**src/rtl/es2ud_pkg.sv**
```systemverilog
`timescale 1ns / 1ps
// Shared constants and types of the epoch-seconds to UTC date converter.
package es2ud_pkg;

    // Calendar constants
    localparam int unsigned DAYS_TO_EPOCH    = 719162;   // days from 0001-01-01 to 1970-01-01
    localparam int unsigned DAYS_400Y        = 146097;
    localparam int unsigned DAYS_100Y        = 36524;
    localparam int unsigned DAYS_4Y          = 1461;
    localparam int unsigned DAYS_1Y          = 365;
    localparam int unsigned DAYS_PER_WEEK    = 7;
    localparam int unsigned FEB_END          = 31 + 28;  // first day of March, common year
    localparam int unsigned LAST_IN_CYCLE    = 3;        // clamp for folded century / year
    localparam int unsigned LAST_4Y_IN_100Y  = 24;
    localparam int unsigned MONTHS           = 12;

    // Year arithmetic, taken modulo 256 for the 8-bit year field
    localparam int unsigned YEARS_400        = 400;
    localparam int unsigned YEARS_100        = 100;
    localparam int unsigned YEARS_4          = 4;
    localparam int unsigned YEAR_BASE        = 1899;
    localparam int unsigned YEAR_BIAS        = 256 * ((YEAR_BASE + 255) / 256) - YEAR_BASE;

    // 86400 = 675 << 7: seconds-per-day divide is a shift plus a divide by 675
    localparam int unsigned SEC_LOW_BITS     = 7;
    localparam int unsigned SEC_MID_BITS     = 16;
    localparam int unsigned SEC_ODD_DIV      = 675;
    localparam int unsigned SEC_ODD_REM_W    = 10;
    localparam int unsigned SEC_PER_MIN      = 60;
    localparam int unsigned MIN_PER_HOUR     = 60;

    // Pipeline depth of the building blocks
    localparam int unsigned DIV_STAGES       = 4;
    localparam int unsigned MONTH_STAGES     = 3;

    // First day of each month in a leap year, day-of-year numbering
    localparam logic [8:0] MONTH_START [MONTHS] = '{
        9'd0, 9'd31, 9'd60, 9'd91, 9'd121, 9'd152,
        9'd182, 9'd213, 9'd244, 9'd274, 9'd305, 9'd335
    };

    // Time of day
    typedef struct packed {
        logic [4:0] hour;
        logic [5:0] minute;
        logic [5:0] second;
    } t_tod;

    // Cycle split of the day count plus fields carried alongside it
    typedef struct packed {
        logic [7:0] q400;   // 400-year cycles, low 8 bits only
        logic [1:0] c;      // century within the 400-year cycle
        logic [4:0] q4;     // 4-year cycle within the century
        logic [1:0] y1;     // year within the 4-year cycle
        logic [8:0] rem;    // day within the year
        logic [2:0] wd;     // weekday
        t_tod       tod;
    } t_cycles;

    // Result fields except the daylight-saving flag, lowest field in the LSBs
    typedef struct packed {
        logic [8:0] day_of_year;
        logic [2:0] weekday;
        logic [7:0] years_since_1900;
        logic [3:0] month;
        logic [4:0] day_of_month;
        t_tod       tod;
    } t_date;

endpackage

```
**src/rtl/es2ud_cdiv.sv**
```systemverilog
`timescale 1ns / 1ps
// Four-stage pipelined divider by a constant: reciprocal multiply plus one correction.
module es2ud_cdiv
    import es2ud_pkg::*;
#(
    parameter int unsigned XW = 16,
    parameter int unsigned D  = 60,
    parameter int unsigned QW = 8,
    parameter int unsigned RW = 6,
    parameter int unsigned SW = 1
) (
    input  logic          i_clk,
    input  logic          i_en,
    input  logic [XW-1:0] i_x,
    input  logic [SW-1:0] i_side,
    output logic [QW-1:0] o_q,
    output logic [RW-1:0] o_r,
    output logic [SW-1:0] o_side
);

    // Reciprocal floor(2^K / D) with K = XW: the estimate is low by at most one
    localparam int unsigned K  = XW;
    localparam int unsigned MW = (K + 2 > $clog2(D) + 1) ? K + 2 - $clog2(D) : 1;
    localparam int unsigned PW = XW + MW;
    localparam logic [MW-1:0] M = MW'((64'd1 << K) / D);

    logic [XW-1:0] r_x1, r_x2;
    logic [SW-1:0] r_s1, r_s2, r_s3, r_s4;
    logic [PW-1:0] r_prod;
    logic [MW-1:0] r_q3, r_q4, n_q3, n_q4;
    logic [XW-1:0] r_r3, r_r4, n_r3, n_r4;

    // Quotient estimate and partial remainder
    always_comb begin
        n_q3 = r_prod[K +: MW];
        n_r3 = r_x2 - XW'(n_q3 * D);
    end

    // One-step correction
    always_comb begin
        if (r_r3 >= D) begin
            n_q4 = r_q3 + 1'b1;
            n_r4 = r_r3 - XW'(D);
        end else begin
            n_q4 = r_q3;
            n_r4 = r_r3;
        end
    end

    always_ff @(posedge i_clk) begin
        if (i_en) begin
            r_x1   <= i_x;
            r_s1   <= i_side;
            r_x2   <= r_x1;
            r_prod <= r_x1 * M;
            r_s2   <= r_s1;
            r_q3   <= n_q3;
            r_r3   <= n_r3;
            r_s3   <= r_s2;
            r_q4   <= n_q4;
            r_r4   <= n_r4;
            r_s4   <= r_s3;
        end
    end

    assign o_q    = QW'(r_q4);
    assign o_r    = RW'(r_r4);
    assign o_side = r_s4;

endmodule

```
**src/rtl/es2ud_month.sv**
```systemverilog
`timescale 1ns / 1ps
// Three-stage month / day-of-month lookup and year assembly.
module es2ud_month
    import es2ud_pkg::*;
(
    input  logic    i_clk,
    input  logic    i_en,
    input  t_cycles i_cyc,
    output t_date   o_date
);

    logic       leap;
    logic [8:0] n_t1, r_t1, r_t2;
    logic [7:0] n_yr1, r_yr1, r_yr2;
    logic [8:0] r_doy1, r_doy2;
    logic [2:0] r_wd1, r_wd2;
    t_tod       r_tod1, r_tod2;
    logic [3:0] n_m2, r_m2;
    t_date      r_date;

    // Stage 1: leap year, skip Feb 29 in common years, year modulo 256
    always_comb begin
        leap  = (i_cyc.y1 == 2'(LAST_IN_CYCLE)) &&
                ((i_cyc.q4 != 5'(LAST_4Y_IN_100Y)) || (i_cyc.c == 2'(LAST_IN_CYCLE)));
        n_t1  = i_cyc.rem + 9'(!leap && (i_cyc.rem >= 9'(FEB_END)));
        n_yr1 = i_cyc.q400 * 8'(YEARS_400) + 8'(i_cyc.c) * 8'(YEARS_100)
              + 8'(i_cyc.q4) * 8'(YEARS_4) + 8'(i_cyc.y1) + 8'(YEAR_BIAS);
    end

    // Stage 2: month = number of month starts after January at or below the day
    always_comb begin
        n_m2 = '0;
        for (int k = 1; k < MONTHS; k++) begin
            n_m2 = n_m2 + 4'(r_t1 >= MONTH_START[k]);
        end
    end

    always_ff @(posedge i_clk) begin
        if (i_en) begin
            r_t1   <= n_t1;
            r_yr1  <= n_yr1;
            r_doy1 <= i_cyc.rem;
            r_wd1  <= i_cyc.wd;
            r_tod1 <= i_cyc.tod;

            r_m2   <= n_m2;
            r_t2   <= r_t1;
            r_yr2  <= r_yr1;
            r_doy2 <= r_doy1;
            r_wd2  <= r_wd1;
            r_tod2 <= r_tod1;

            // Stage 3: day of month from the month start
            r_date.day_of_year      <= r_doy2;
            r_date.weekday          <= r_wd2;
            r_date.years_since_1900 <= r_yr2;
            r_date.month            <= r_m2;
            r_date.day_of_month     <= 5'(r_t2 - MONTH_START[r_m2] + 9'd1);
            r_date.tod              <= r_tod2;
        end
    end

    assign o_date = r_date;

endmodule

```
**src/rtl/epoch_seconds_to_utc_date_unit.sv**
```systemverilog
`timescale 1ns / 1ps
// Top level of the epoch-seconds to broken-down UTC date converter.
//
// Converts an unsigned count of seconds since 1970-01-01 00:00:00 UTC into
// second, minute, hour, day of month, month (0 = January), years since 1900,
// weekday (0 = Sunday) and day of year, plus the daylight-saving flag held in
// the configuration register (reset value -1). One timestamp is accepted every
// clock cycle unless the input stalls. Each result passes through six constant
// dividers in series (86400 split as 675 twice, then 146097 with 60 and 7
// alongside, 36524 with 60 alongside, 1461, 365) of four stages each, three
// stages of month lookup and the output register.
// A two-entry output buffer lets the input keep taking items while one result
// waits; the input stalls only once both entries are full. Only the low
// SECONDS_BITS bits of the input are used; above 32 bits years past 2155 wrap
// modulo 256 in years_since_1900.
module epoch_seconds_to_utc_date_unit
    import es2ud_pkg::*;
#(
    parameter int unsigned SECONDS_BITS = 32
) (
    input  logic                                  i_clk,
    input  logic                                  i_rst_n,
    // configuration: dst_flag
    input  logic                                  i_cfg_wr_en,
    input  logic [1:0]                            i_cfg_wr_data,
    // input stream
    input  logic                                  i_s_axis_tvalid,
    output logic                                  o_s_axis_tready,
    input  logic [((SECONDS_BITS + 7) / 8) * 8-1:0] i_s_axis_tdata,  // epoch_seconds
    // output stream
    output logic                                  o_m_axis_tvalid,
    input  logic                                  i_m_axis_tready,
    // second, minute, hour, day_of_month, month, years_since_1900, weekday,
    // day_of_year, dst_out
    output logic [47:0]                           o_m_axis_tdata
);

    localparam int unsigned XHW   = SECONDS_BITS - SEC_LOW_BITS - SEC_MID_BITS;
    localparam int unsigned DAYW  = SECONDS_BITS - 16;
    localparam int unsigned DDW   = ((DAYW > 20) ? DAYW : 20) + 1;
    localparam int unsigned Q400W = DDW - 17;
    localparam int unsigned SODW  = SEC_ODD_REM_W + SEC_LOW_BITS;
    localparam int unsigned CYCW  = $bits(t_cycles);
    localparam int unsigned NP    = 6 * DIV_STAGES + MONTH_STAGES;

    logic [SECONDS_BITS-1:0] secs;
    logic                    pipe_en;
    logic [NP-1:0]           r_v;
    logic                    r_run;
    logic [1:0]              r_dst;

    // Phase A/B: seconds / 86400 as (seconds >> 7) / 675 in two digits
    logic [XHW-1:0]                          a_q;
    logic [SEC_ODD_REM_W-1:0]                a_r;
    logic [SEC_MID_BITS+SEC_LOW_BITS-1:0]    a_side;
    logic [SEC_MID_BITS-1:0]                 b_q;
    logic [SEC_ODD_REM_W-1:0]                b_r;
    logic [XHW+SEC_LOW_BITS-1:0]             b_side;
    logic [DAYW-1:0]                         days;
    logic [SODW-1:0]                         sod;
    logic [DDW-1:0]                          d, d1;

    // Phase C/D outputs
    logic [Q400W-1:0] c_q400;
    logic [17:0]      c_r400;
    logic [2:0]       c_wd;
    logic [10:0]      c_mins;
    logic [5:0]       c_sec;
    logic [2:0]       d_q;
    logic [15:0]      d_r;
    logic [10:0]      d_side;
    logic [4:0]       hr_q;
    logic [5:0]       hr_r;
    logic [5:0]       hr_side;

    // Phase E/F
    t_cycles     e_in, f_in, g_in;
    logic [4:0]  e_q;
    logic [10:0] e_r;
    logic [CYCW-1:0] e_side, f_side;
    logic [2:0]  f_q;
    logic [8:0]  f_r;

    t_date m_date;

    // Output buffer: result register plus skid entry
    t_date r_od, r_sd;
    logic  r_ov, r_sv;
    logic  push, pop;

    assign secs    = i_s_axis_tdata[SECONDS_BITS-1:0];
    assign pipe_en = !r_sv;

    es2ud_cdiv #(
        .XW(XHW), .D(SEC_ODD_DIV), .QW(XHW), .RW(SEC_ODD_REM_W),
        .SW(SEC_MID_BITS + SEC_LOW_BITS)
    ) u_div_sec_hi (
        .i_clk(i_clk), .i_en(pipe_en),
        .i_x(secs[SECONDS_BITS-1 -: XHW]),
        .i_side(secs[SEC_MID_BITS+SEC_LOW_BITS-1:0]),
        .o_q(a_q), .o_r(a_r), .o_side(a_side)
    );

    es2ud_cdiv #(
        .XW(SEC_ODD_REM_W + SEC_MID_BITS), .D(SEC_ODD_DIV), .QW(SEC_MID_BITS),
        .RW(SEC_ODD_REM_W), .SW(XHW + SEC_LOW_BITS)
    ) u_div_sec_lo (
        .i_clk(i_clk), .i_en(pipe_en),
        .i_x({a_r, a_side[SEC_MID_BITS+SEC_LOW_BITS-1:SEC_LOW_BITS]}),
        .i_side({a_q, a_side[SEC_LOW_BITS-1:0]}),
        .o_q(b_q), .o_r(b_r), .o_side(b_side)
    );

    // Day count rebased to 0001-01-01 and second of day
    always_comb begin
        days = DAYW'({b_side[XHW+SEC_LOW_BITS-1:SEC_LOW_BITS], b_q});
        sod  = {b_r, b_side[SEC_LOW_BITS-1:0]};
        d    = DDW'(days) + DDW'(DAYS_TO_EPOCH);
        d1   = DDW'(days) + DDW'(DAYS_TO_EPOCH + 1);
    end

    es2ud_cdiv #(.XW(DDW), .D(DAYS_400Y), .QW(Q400W), .RW(18), .SW(1)) u_div_400y (
        .i_clk(i_clk), .i_en(pipe_en), .i_x(d), .i_side(1'b0),
        .o_q(c_q400), .o_r(c_r400), .o_side()
    );

    es2ud_cdiv #(.XW(DDW), .D(DAYS_PER_WEEK), .QW(1), .RW(3), .SW(1)) u_div_week (
        .i_clk(i_clk), .i_en(pipe_en), .i_x(d1), .i_side(1'b0),
        .o_q(), .o_r(c_wd), .o_side()
    );

    es2ud_cdiv #(.XW(SODW), .D(SEC_PER_MIN), .QW(11), .RW(6), .SW(1)) u_div_min (
        .i_clk(i_clk), .i_en(pipe_en), .i_x(sod), .i_side(1'b0),
        .o_q(c_mins), .o_r(c_sec), .o_side()
    );

    es2ud_cdiv #(.XW(18), .D(DAYS_100Y), .QW(3), .RW(16), .SW(11)) u_div_100y (
        .i_clk(i_clk), .i_en(pipe_en), .i_x(c_r400),
        .i_side({8'(c_q400), c_wd}),
        .o_q(d_q), .o_r(d_r), .o_side(d_side)
    );

    es2ud_cdiv #(.XW(11), .D(MIN_PER_HOUR), .QW(5), .RW(6), .SW(6)) u_div_hour (
        .i_clk(i_clk), .i_en(pipe_en), .i_x(c_mins), .i_side(c_sec),
        .o_q(hr_q), .o_r(hr_r), .o_side(hr_side)
    );

    // Fold the last day of a 400-year cycle into the fourth century
    always_comb begin
        e_in            = '0;
        e_in.q400       = d_side[10:3];
        e_in.wd         = d_side[2:0];
        e_in.c          = d_q[2] ? 2'(LAST_IN_CYCLE) : d_q[1:0];
        e_in.tod.hour   = hr_q;
        e_in.tod.minute = hr_r;
        e_in.tod.second = hr_side;
    end

    es2ud_cdiv #(.XW(16), .D(DAYS_4Y), .QW(5), .RW(11), .SW(CYCW)) u_div_4y (
        .i_clk(i_clk), .i_en(pipe_en),
        .i_x(d_q[2] ? 16'(DAYS_100Y) : d_r), .i_side(e_in),
        .o_q(e_q), .o_r(e_r), .o_side(e_side)
    );

    always_comb begin
        f_in    = e_side;
        f_in.q4 = e_q;
    end

    es2ud_cdiv #(.XW(11), .D(DAYS_1Y), .QW(3), .RW(9), .SW(CYCW)) u_div_1y (
        .i_clk(i_clk), .i_en(pipe_en), .i_x(e_r), .i_side(f_in),
        .o_q(f_q), .o_r(f_r), .o_side(f_side)
    );

    // Fold the last day of a 4-year cycle into the fourth year
    always_comb begin
        g_in     = f_side;
        g_in.y1  = f_q[2] ? 2'(LAST_IN_CYCLE) : f_q[1:0];
        g_in.rem = f_q[2] ? 9'(DAYS_1Y) : f_r;
    end

    es2ud_month u_month (
        .i_clk(i_clk), .i_en(pipe_en), .i_cyc(g_in), .o_date(m_date)
    );

    // Valid bits travel with the pipeline
    always_ff @(posedge i_clk) begin
        if (!i_rst_n) begin
            r_v   <= '0;
            r_run <= 1'b0;
        end else begin
            r_run <= 1'b1;
            if (pipe_en) begin
                r_v <= {r_v[NP-2:0], i_s_axis_tvalid && o_s_axis_tready};
            end
        end
    end

    assign o_s_axis_tready = r_run && pipe_en;

    // Configuration register
    always_ff @(posedge i_clk) begin
        if (!i_rst_n) begin
            r_dst <= 2'b11;
        end else if (i_cfg_wr_en) begin
            r_dst <= i_cfg_wr_data;
        end
    end

    // Output buffer
    assign push = pipe_en && r_v[NP-1];
    assign pop  = r_ov && i_m_axis_tready;

    always_ff @(posedge i_clk) begin
        if (!i_rst_n) begin
            r_ov <= 1'b0;
            r_sv <= 1'b0;
        end else if (!r_ov || pop) begin
            if (r_sv) begin
                r_ov <= 1'b1;
                r_sv <= push;
            end else begin
                r_ov <= push;
            end
        end else if (push) begin
            r_sv <= 1'b1;
        end
    end

    always_ff @(posedge i_clk) begin
        if (!r_ov || pop) begin
            r_od <= r_sv ? r_sd : m_date;
            if (push) begin
                r_sd <= m_date;
            end
        end else if (push) begin
            r_sd <= m_date;
        end
    end

    assign o_m_axis_tvalid = r_ov;
    assign o_m_axis_tdata  = {r_dst, r_od};

endmodule

```
**config.mk**
```make
export PLATFORM = sky130hd
export DESIGN_NAME = epoch_seconds_to_utc_date_unit
export DESIGN_NICKNAME = d
export VERILOG_FILES = /design/src/rtl/es2ud_pkg.sv /design/src/rtl/es2ud_cdiv.sv /design/src/rtl/es2ud_month.sv /design/src/rtl/epoch_seconds_to_utc_date_unit.sv
export SDC_FILE = /design/constraint.sdc
export NUM_CORES = 2
export LEC_CHECK = 0
export BUFFER_PORTS_ARGS = -buffer_cell sky130_fd_sc_hd__buf_4
export CORE_MARGIN = 5
export CORE_UTILIZATION = 60
export CTS_CLUSTER_SIZE = 24
export DETAILED_ROUTE_END_ITERATION = 8
export PLACE_DENSITY = 0.8
export SYNTH_ARGS = -nofsm -noshare
export SYNTH_HDL_FRONTEND = slang
export SYNTH_SLANG_ARGS = --single-unit
export TNS_END_PERCENT = 50
```
**constraint.sdc**
```tcl
create_clock -name i_clk -period 74.3 [get_ports i_clk]
set_input_delay 11.145 -clock i_clk [delete_from_list [all_inputs] [get_ports i_clk]]
set_output_delay 11.145 -clock i_clk [all_outputs]
set_load 0.05 [all_outputs]
```
# == After elaboration in Yosys (flattened, before gate mapping) ==
# Memories as Yosys holds them, arrays and structs flattened.
# Cells that the tools add are included.
# classes
n_reduce_logical,12
add_sub_neg,42
magnitude_cmp,21
n_mux,25
n_bitwise,1
multipliers,18
n_eq_ne,3
# op_table
cell,count
46-bit two-way mux,1
"16-bit by 20-bit adder with 21-bit output, second input constant",2
21-bit subtractor,2
"21-bit by 19-bit multiplier with 40-bit output, second input constant",1
"25-bit by 15-bit multiplier with 40-bit output, second input constant",1
4-bit by 1-bit adder with 4-bit output,9
"9-bit by 8-bit >= comparator with 1-bit output, second input constant",4
16-bit two-way mux,2
"9-bit >= comparator, second input constant",3
"26-bit by 10-bit >= comparator with 1-bit output, second input constant",1
"16-bit by 10-bit multiplier with 26-bit output, second input constant",1
"17-bit by 9-bit multiplier with 26-bit output, second input constant",1
25-bit by 26-bit subtractor with 26-bit output,1
"21-bit by 3-bit multiplier with 24-bit output, second input constant",1
11-bit two-way mux,2
11-bit subtractor,2
"21-bit by 18-bit >= comparator with 1-bit output, second input constant",1
"21-bit by 3-bit >= comparator with 1-bit output, second input constant",1
"18-bit by 3-bit multiplier with 21-bit output, second input constant",1
"19-bit by 3-bit multiplier with 21-bit output, second input constant",1
"4-bit by 18-bit multiplier with 21-bit output, second input constant",1
"16-bit by 4-bit multiplier with 20-bit output, second input constant",1
5-bit two-way mux,4
"18-bit by 16-bit >= comparator with 1-bit output, second input constant",1
other kinds (54),77
# word_totals
out_inout_bits,50
n_memories,1
mem_bits_ro,144
regBits,1493
word_cells,250
in_bits,39
# mem_list
memory,words,word_bits,rd,rd_ports_with_merged_regs,write_ports,line_no,text
(name not given),16,9,1,0,0,es2ud_month.sv:58,r_date.day_of_month <= 5'(r_t2 - MONTH_START[r_m2] + 9'd1);

# == Logic depth before layout (Yosys ltp) ==
# logic_depth
word_depth,11
mapped_depth,22
depth_no_buf,22

# == By module ==
# From an unflattened synthesis, not the netlist that was laid out.
# hier_totals
hier_cells,5644
area_unflattened_um2,81637.0
# modules_own_cells
module,cells_each,instances,seq_area_each_um2,area_per_inst_um2
es2ud_cdiv (u_div_sec_lo),1300,1,6035.8,16200.5
es2ud_cdiv (u_div_4y),662,1,7777.5,10939.2
es2ud_cdiv (u_div_week),759,1,2732.6,8907.3
es2ud_cdiv (u_div_1y),402,1,7056.8,8428.1
es2ud_cdiv (u_div_100y),448,1,3693.5,6277.3
es2ud_cdiv (u_div_400y),501,1,2912.8,6258.5
es2ud_cdiv (u_div_min),515,1,2852.7,6258.5
es2ud_month,312,1,4144.0,5449.0
epoch_seconds_to_utc_date_unit,367,1,3403.3,5267.6
es2ud_cdiv (u_div_sec_hi),139,1,3843.7,3922.5
es2ud_cdiv (u_div_hour),239,1,2372.3,3728.6

# == Worst setup path after synthesis ==
# OpenSTA, ideal clock, no wires.
# synth_path
path_type,register to register
startpoint,register r_sv
endpoint,"register u_div_100y.r_s4[0] (netlist: u_div_100y.o_side[0]), enable pin"
arrival_time_ns,23.693
setup_slack_ns,49.088
synth_period_minus_slack_ns,25.212
n_path_buf,3
stages_incl_launch_ff,5
setup_ns,1.519
required_time_ns,72.781
cell_sequence,dfxtp_1 clkbuf_1 buf_1 buf_1 inv_1
# synth_lines
element,line_no,text
start: declaration,epoch_seconds_to_utc_date_unit.sv:88,"logic r_ov, r_sv;"
start signal: assignment,epoch_seconds_to_utc_date_unit.sv:221,r_sv <= push;
end signal: assignment,es2ud_cdiv.sv:62,r_s4 <= r_s3;
end: declaration,es2ud_cdiv.sv:28,"logic [SW-1:0] r_s1, r_s2, r_s3, r_s4;"
# No word-level cell between the ends.

# == Worst setup path after layout ==
# layout_path
startpoint,register r_sv
endpoint,output port o_s_axis_tready
# layout_via
elab_chain_cells,2
# layout_rtl
element,line_no,text
1-bit zero test,epoch_seconds_to_utc_date_unit.sv:92,assign pipe_en = !r_sv;
1-bit logical AND,epoch_seconds_to_utc_date_unit.sv:199,assign o_s_axis_tready = r_run && pipe_en;
end: declaration,epoch_seconds_to_utc_date_unit.sv:28,"output logic o_s_axis_tready,"
# No other way between the ends.

==> results.md <==
Outcome:
- The flow ran to the end, and the final reports show no timing, DRC or antenna violations.

GRT:
- The via count of the first global-routing pass is roughly 38000.
- Entering global routing, the biggest net connects around 190 pins.
- The total overflow left after global routing is 0.
- The first global-routing pass estimated 182 mm of wire.
- The total global-route track usage is 18.0%.
- The number of antenna violations at the first check in global routing came to 0.

Setup path:
- Data arrives at the worst endpoint at between 1.5 and 2 ns.
- Data on the critical path is required at its endpoint by about 63 ns.
- Along the worst path, the maximum fanout reaches 29.
- The worst setup path is captured at an output pin.
- The critical path class is flip-flop to output pin.
- The worst setup path is launched from a flip-flop.

Clocking:
- TritonCTS built the clock tree.
- The clock transition at the registers of the reported paths is around 0.060 ns.
- The CTS buffer count is around 140.
- The tree built by TritonCTS fans out to 1312 sinks.
- In this run, post-CTS hold repair placed 0 buffers.
- The post-cts resize count is 0.
- Clock latency on the worst-skew pair, taken at its later pin, is approximately 0.76 ns.
- The H-tree was split into 4 levels.
- The setup fix buffers added after clock tree synthesis is 0.
- Clock tree synthesis selected as its root buffer the cell clkbuf_16.
- The clock passes through at most 3 buffers.

Floorplanning:
- The floorplan core area is 116000 um^2.
- The floorplan step set the die width to about 350 um.
- During I/O placement, the number of pins put on the boundary was between 80 and 90.
- The effective utilization at floorplan is 60.3%.
- From bottom edge to top edge, the die measures 351 um.
- The area of the die is ~120000 um^2.
- The initialized floorplan defines about 130 standard-cell rows.

Route:
- The average via count per standard cell is ~5.3.
- The number of detailed-route iterations in the first pass is 5.
- The per-cell routed wire length is roughly 16 um.
- The detailed router's first-iteration violation count is between 1500 and 2000.
- Detailed routing inserted a total of 35872 vias.
- The routed design has roughly 110 mm of wire.
- After detailed routing, the number of remaining DRC violations is 0.
- The number of nets with antenna violations after detailed routing is 0.

Synth:
- The sequential-to-total area share from yosys stat is 55.9%.
- In this run the biggest area consumer among cell types represents between 50% and 60% of the synthesized area.
- After synthesis the netlist holds a flip-flop and latch count of ~1300.
- In this run the mean area of a mapped cell was 14.3 um^2.
- By area the synthesized netlist is led by edfxtp_1 (55%), ha_1 (13%), fa_1 (11%).
- Summing every instance area after synthesis gives between 60000 and 70000 um^2.
- Counting distinct cell types in the post-synthesis netlist gives approximately 80.
- Counting every instance in the synthesized netlist gives 4894.
- The yosys synthesis warning count is 0.
- The number of nets produced by synthesis is a little over 6000.
- The fraction of registers with async set/reset is 0%.
- For this run, the leading register cell type out of synthesis is edfxtp_1.
- The largest area contributor in the synthesized netlist is edfxtp_1.
- The number of enable-type register cells in the synthesized netlist is 1280.

Timing:
- The max-slew violation count is 0.
- The actual transition at the worst max-transition pin is 1.16 ns.
- Setup repair after global routing left no endpoint under its margin.
- On the final layout, the worst hold slack is 0.389 ns.
- The number of setup violations in the final report is 0.
- The final number of hold-violating endpoints is 0.
- The worst path in the final design needs a cycle of 12.97 ns, including I/O delays and setup.
- The fraction of the cycle the final worst path needs is ~17%.
- The highest clock rate is between 70 and 80 MHz.
- The final clock skew is around 0.057 ns.
- The worst max-slew margin expressed relative to the limit is between 20 and 25%.
- The sum of negative setup slack is 0 ns.

Placement:
- The placed wire-length estimate after detailed placement is 76.1 mm.
- The number of buffer cells added on primary ports is 88.
- Routability-driven placement finished with a final weighted congestion of 0.857.

Worst hold path:
- The type of the worst min-delay path is flip-flop to flip-flop.

Final layout:
- The number of antenna repair diodes is 0.
- The share of the core filled with cells in the final layout is approximately two thirds.
- The top cell types in the final layout, fill and taps aside, are edfxtp_1 (1280), inv_1 (769), ha_1 (752), fa_1 (375), xnor2_1 (225).
- From synthesis to final layout, the design area changed by 10.1%.
- The most common library cell in the layout ignoring fill and taps is edfxtp_1.
- The final net count is around 6300.
- Cells with a size suffix above 1 make up under 10% of the layout.

Run:
- Across the run, the number of max-cap violations was 0.
## state kept, by name (all words and copies together), names as in the netlist, 21 cells and up
signal / flops
o_m_axis_tdata: 46
r_sd: 46
u_month.o_date: 46
u_div_1y.o_side: 29
u_div_1y.r_s1: 29
u_div_1y.r_s2: 29
u_div_1y.r_s3: 29
r_v: 27
u_div_sec_lo.r_r3: 26
u_div_sec_lo.r_x1: 25
u_div_4y.o_side: 24
u_div_4y.r_s1: 24
u_div_4y.r_s2: 24
u_div_4y.r_s3: 24
u_div_sec_lo.r_x2: 24
u_div_sec_hi.o_side: 23
u_div_sec_hi.r_s1: 23
u_div_sec_hi.r_s2: 23
u_div_sec_hi.r_s3: 23
u_div_400y.r_r3: 21
u_div_week.r_prod: 21
u_div_week.r_r3: 21
## final cells by class
class                   count  area [um^2]
inverters                 770         2900
clock inverters            78          938
fillers                  7940        39100
flip-flops and latches   1312        39100
multi-input cells        2779        27800
repair buffers            101          783
well taps                1524         1910
clock buffers             162         3520
## synthesized netlist by cell type (6+ instances only)
| cell type | count |
|---|---|
| edfxtp_1 | 1280 |
| inv_1 | 770 |
| ha_1 | 752 |
| fa_1 | 375 |
| xnor2_1 | 225 |
| a21oi_1 | 168 |
| nor2_1 | 157 |
| nand2_1 | 142 |
| xor2_1 | 112 |
| a21o_1 | 92 |
| o21ai_0 | 92 |
| nor2b_1 | 67 |
| nand3_1 | 62 |
| mux2_2 | 56 |
| nor3_1 | 51 |
| nand2b_1 | 46 |
| mux2i_1 | 33 |
| o21bai_1 | 33 |
| dfxtp_1 | 32 |
| nand4_1 | 29 |
| clkbuf_1 | 26 |
| o21a_1 | 24 |
| or2_2 | 24 |
| and3_1 | 22 |
| a31oi_1 | 21 |
| o211ai_1 | 18 |
| nor4_1 | 17 |
| a21boi_0 | 11 |
| a31o_2 | 11 |
| a211oi_1 | 9 |
| and2_1 | 9 |
| nor3b_1 | 9 |
| or3_1 | 9 |
| o31ai_1 | 8 |
| buf_1 | 6 |
## per-layer routing
metal  vias to the layer above  wire [um]  GRT usage [%]  share of wire (%)
li1                      17615          -              -                  -
met1                     17487      43100           21.4                 40
met2                       540      57100           33.4                 53
met3                       230       3640           2.94                3.4
met4                         0       3090           5.97                2.9
met5                         -          0              0                  0
## critical path, cell delays in order, from the launching register on
cell and delay, ns:
dfxtp_4 0.47, nor2b_1 0.33, buf_4 0.27
## worst paths after layout
check                        start  cells past startpoint                       to  slack [ns]
max reg2reg  u_div_sec_lo.r_x1[17]                     20  u_div_sec_lo.r_prod[36]       67.77
max                           r_sv                      2          o_s_axis_tready       61.33
min             u_div_4y.o_side[6]                      0         u_div_1y.r_s1[6]        0.39
min reg2reg     u_div_4y.o_side[6]                      0         u_div_1y.r_s1[6]        0.39
## logic make-up after synthesis
group | Yosys count | synth area share [%]
DFF | 1312 | 55.9
AOI/OAI and AO/OA | 559 | 5.24
buffers and inverters | 803 | 4.33
xor gates and xnor gates | 337 | 4.22
muxes | 89 | 1.37
and+or+nand+nor | 667 | 4.77
adders and majority gates | 1127 | 24.2
## metrics by stage
stage / std cells / setup WS [ns] / instance area, um^2
after floorplan: 4894 / 49.09 / 69900
after global placement: 6486 / 61.84 / 72500
after detailed placement: 6486 / 61.76 / 72500
after CTS: 6726 / 61.23 / 77000
after global routing: 6726 / 61.24 / 77000
final: 6726 / 61.33 / 77000
Power is not shown: default switching activity piles up to over one toggle a cycle in this logic, so the estimate is an artifact.
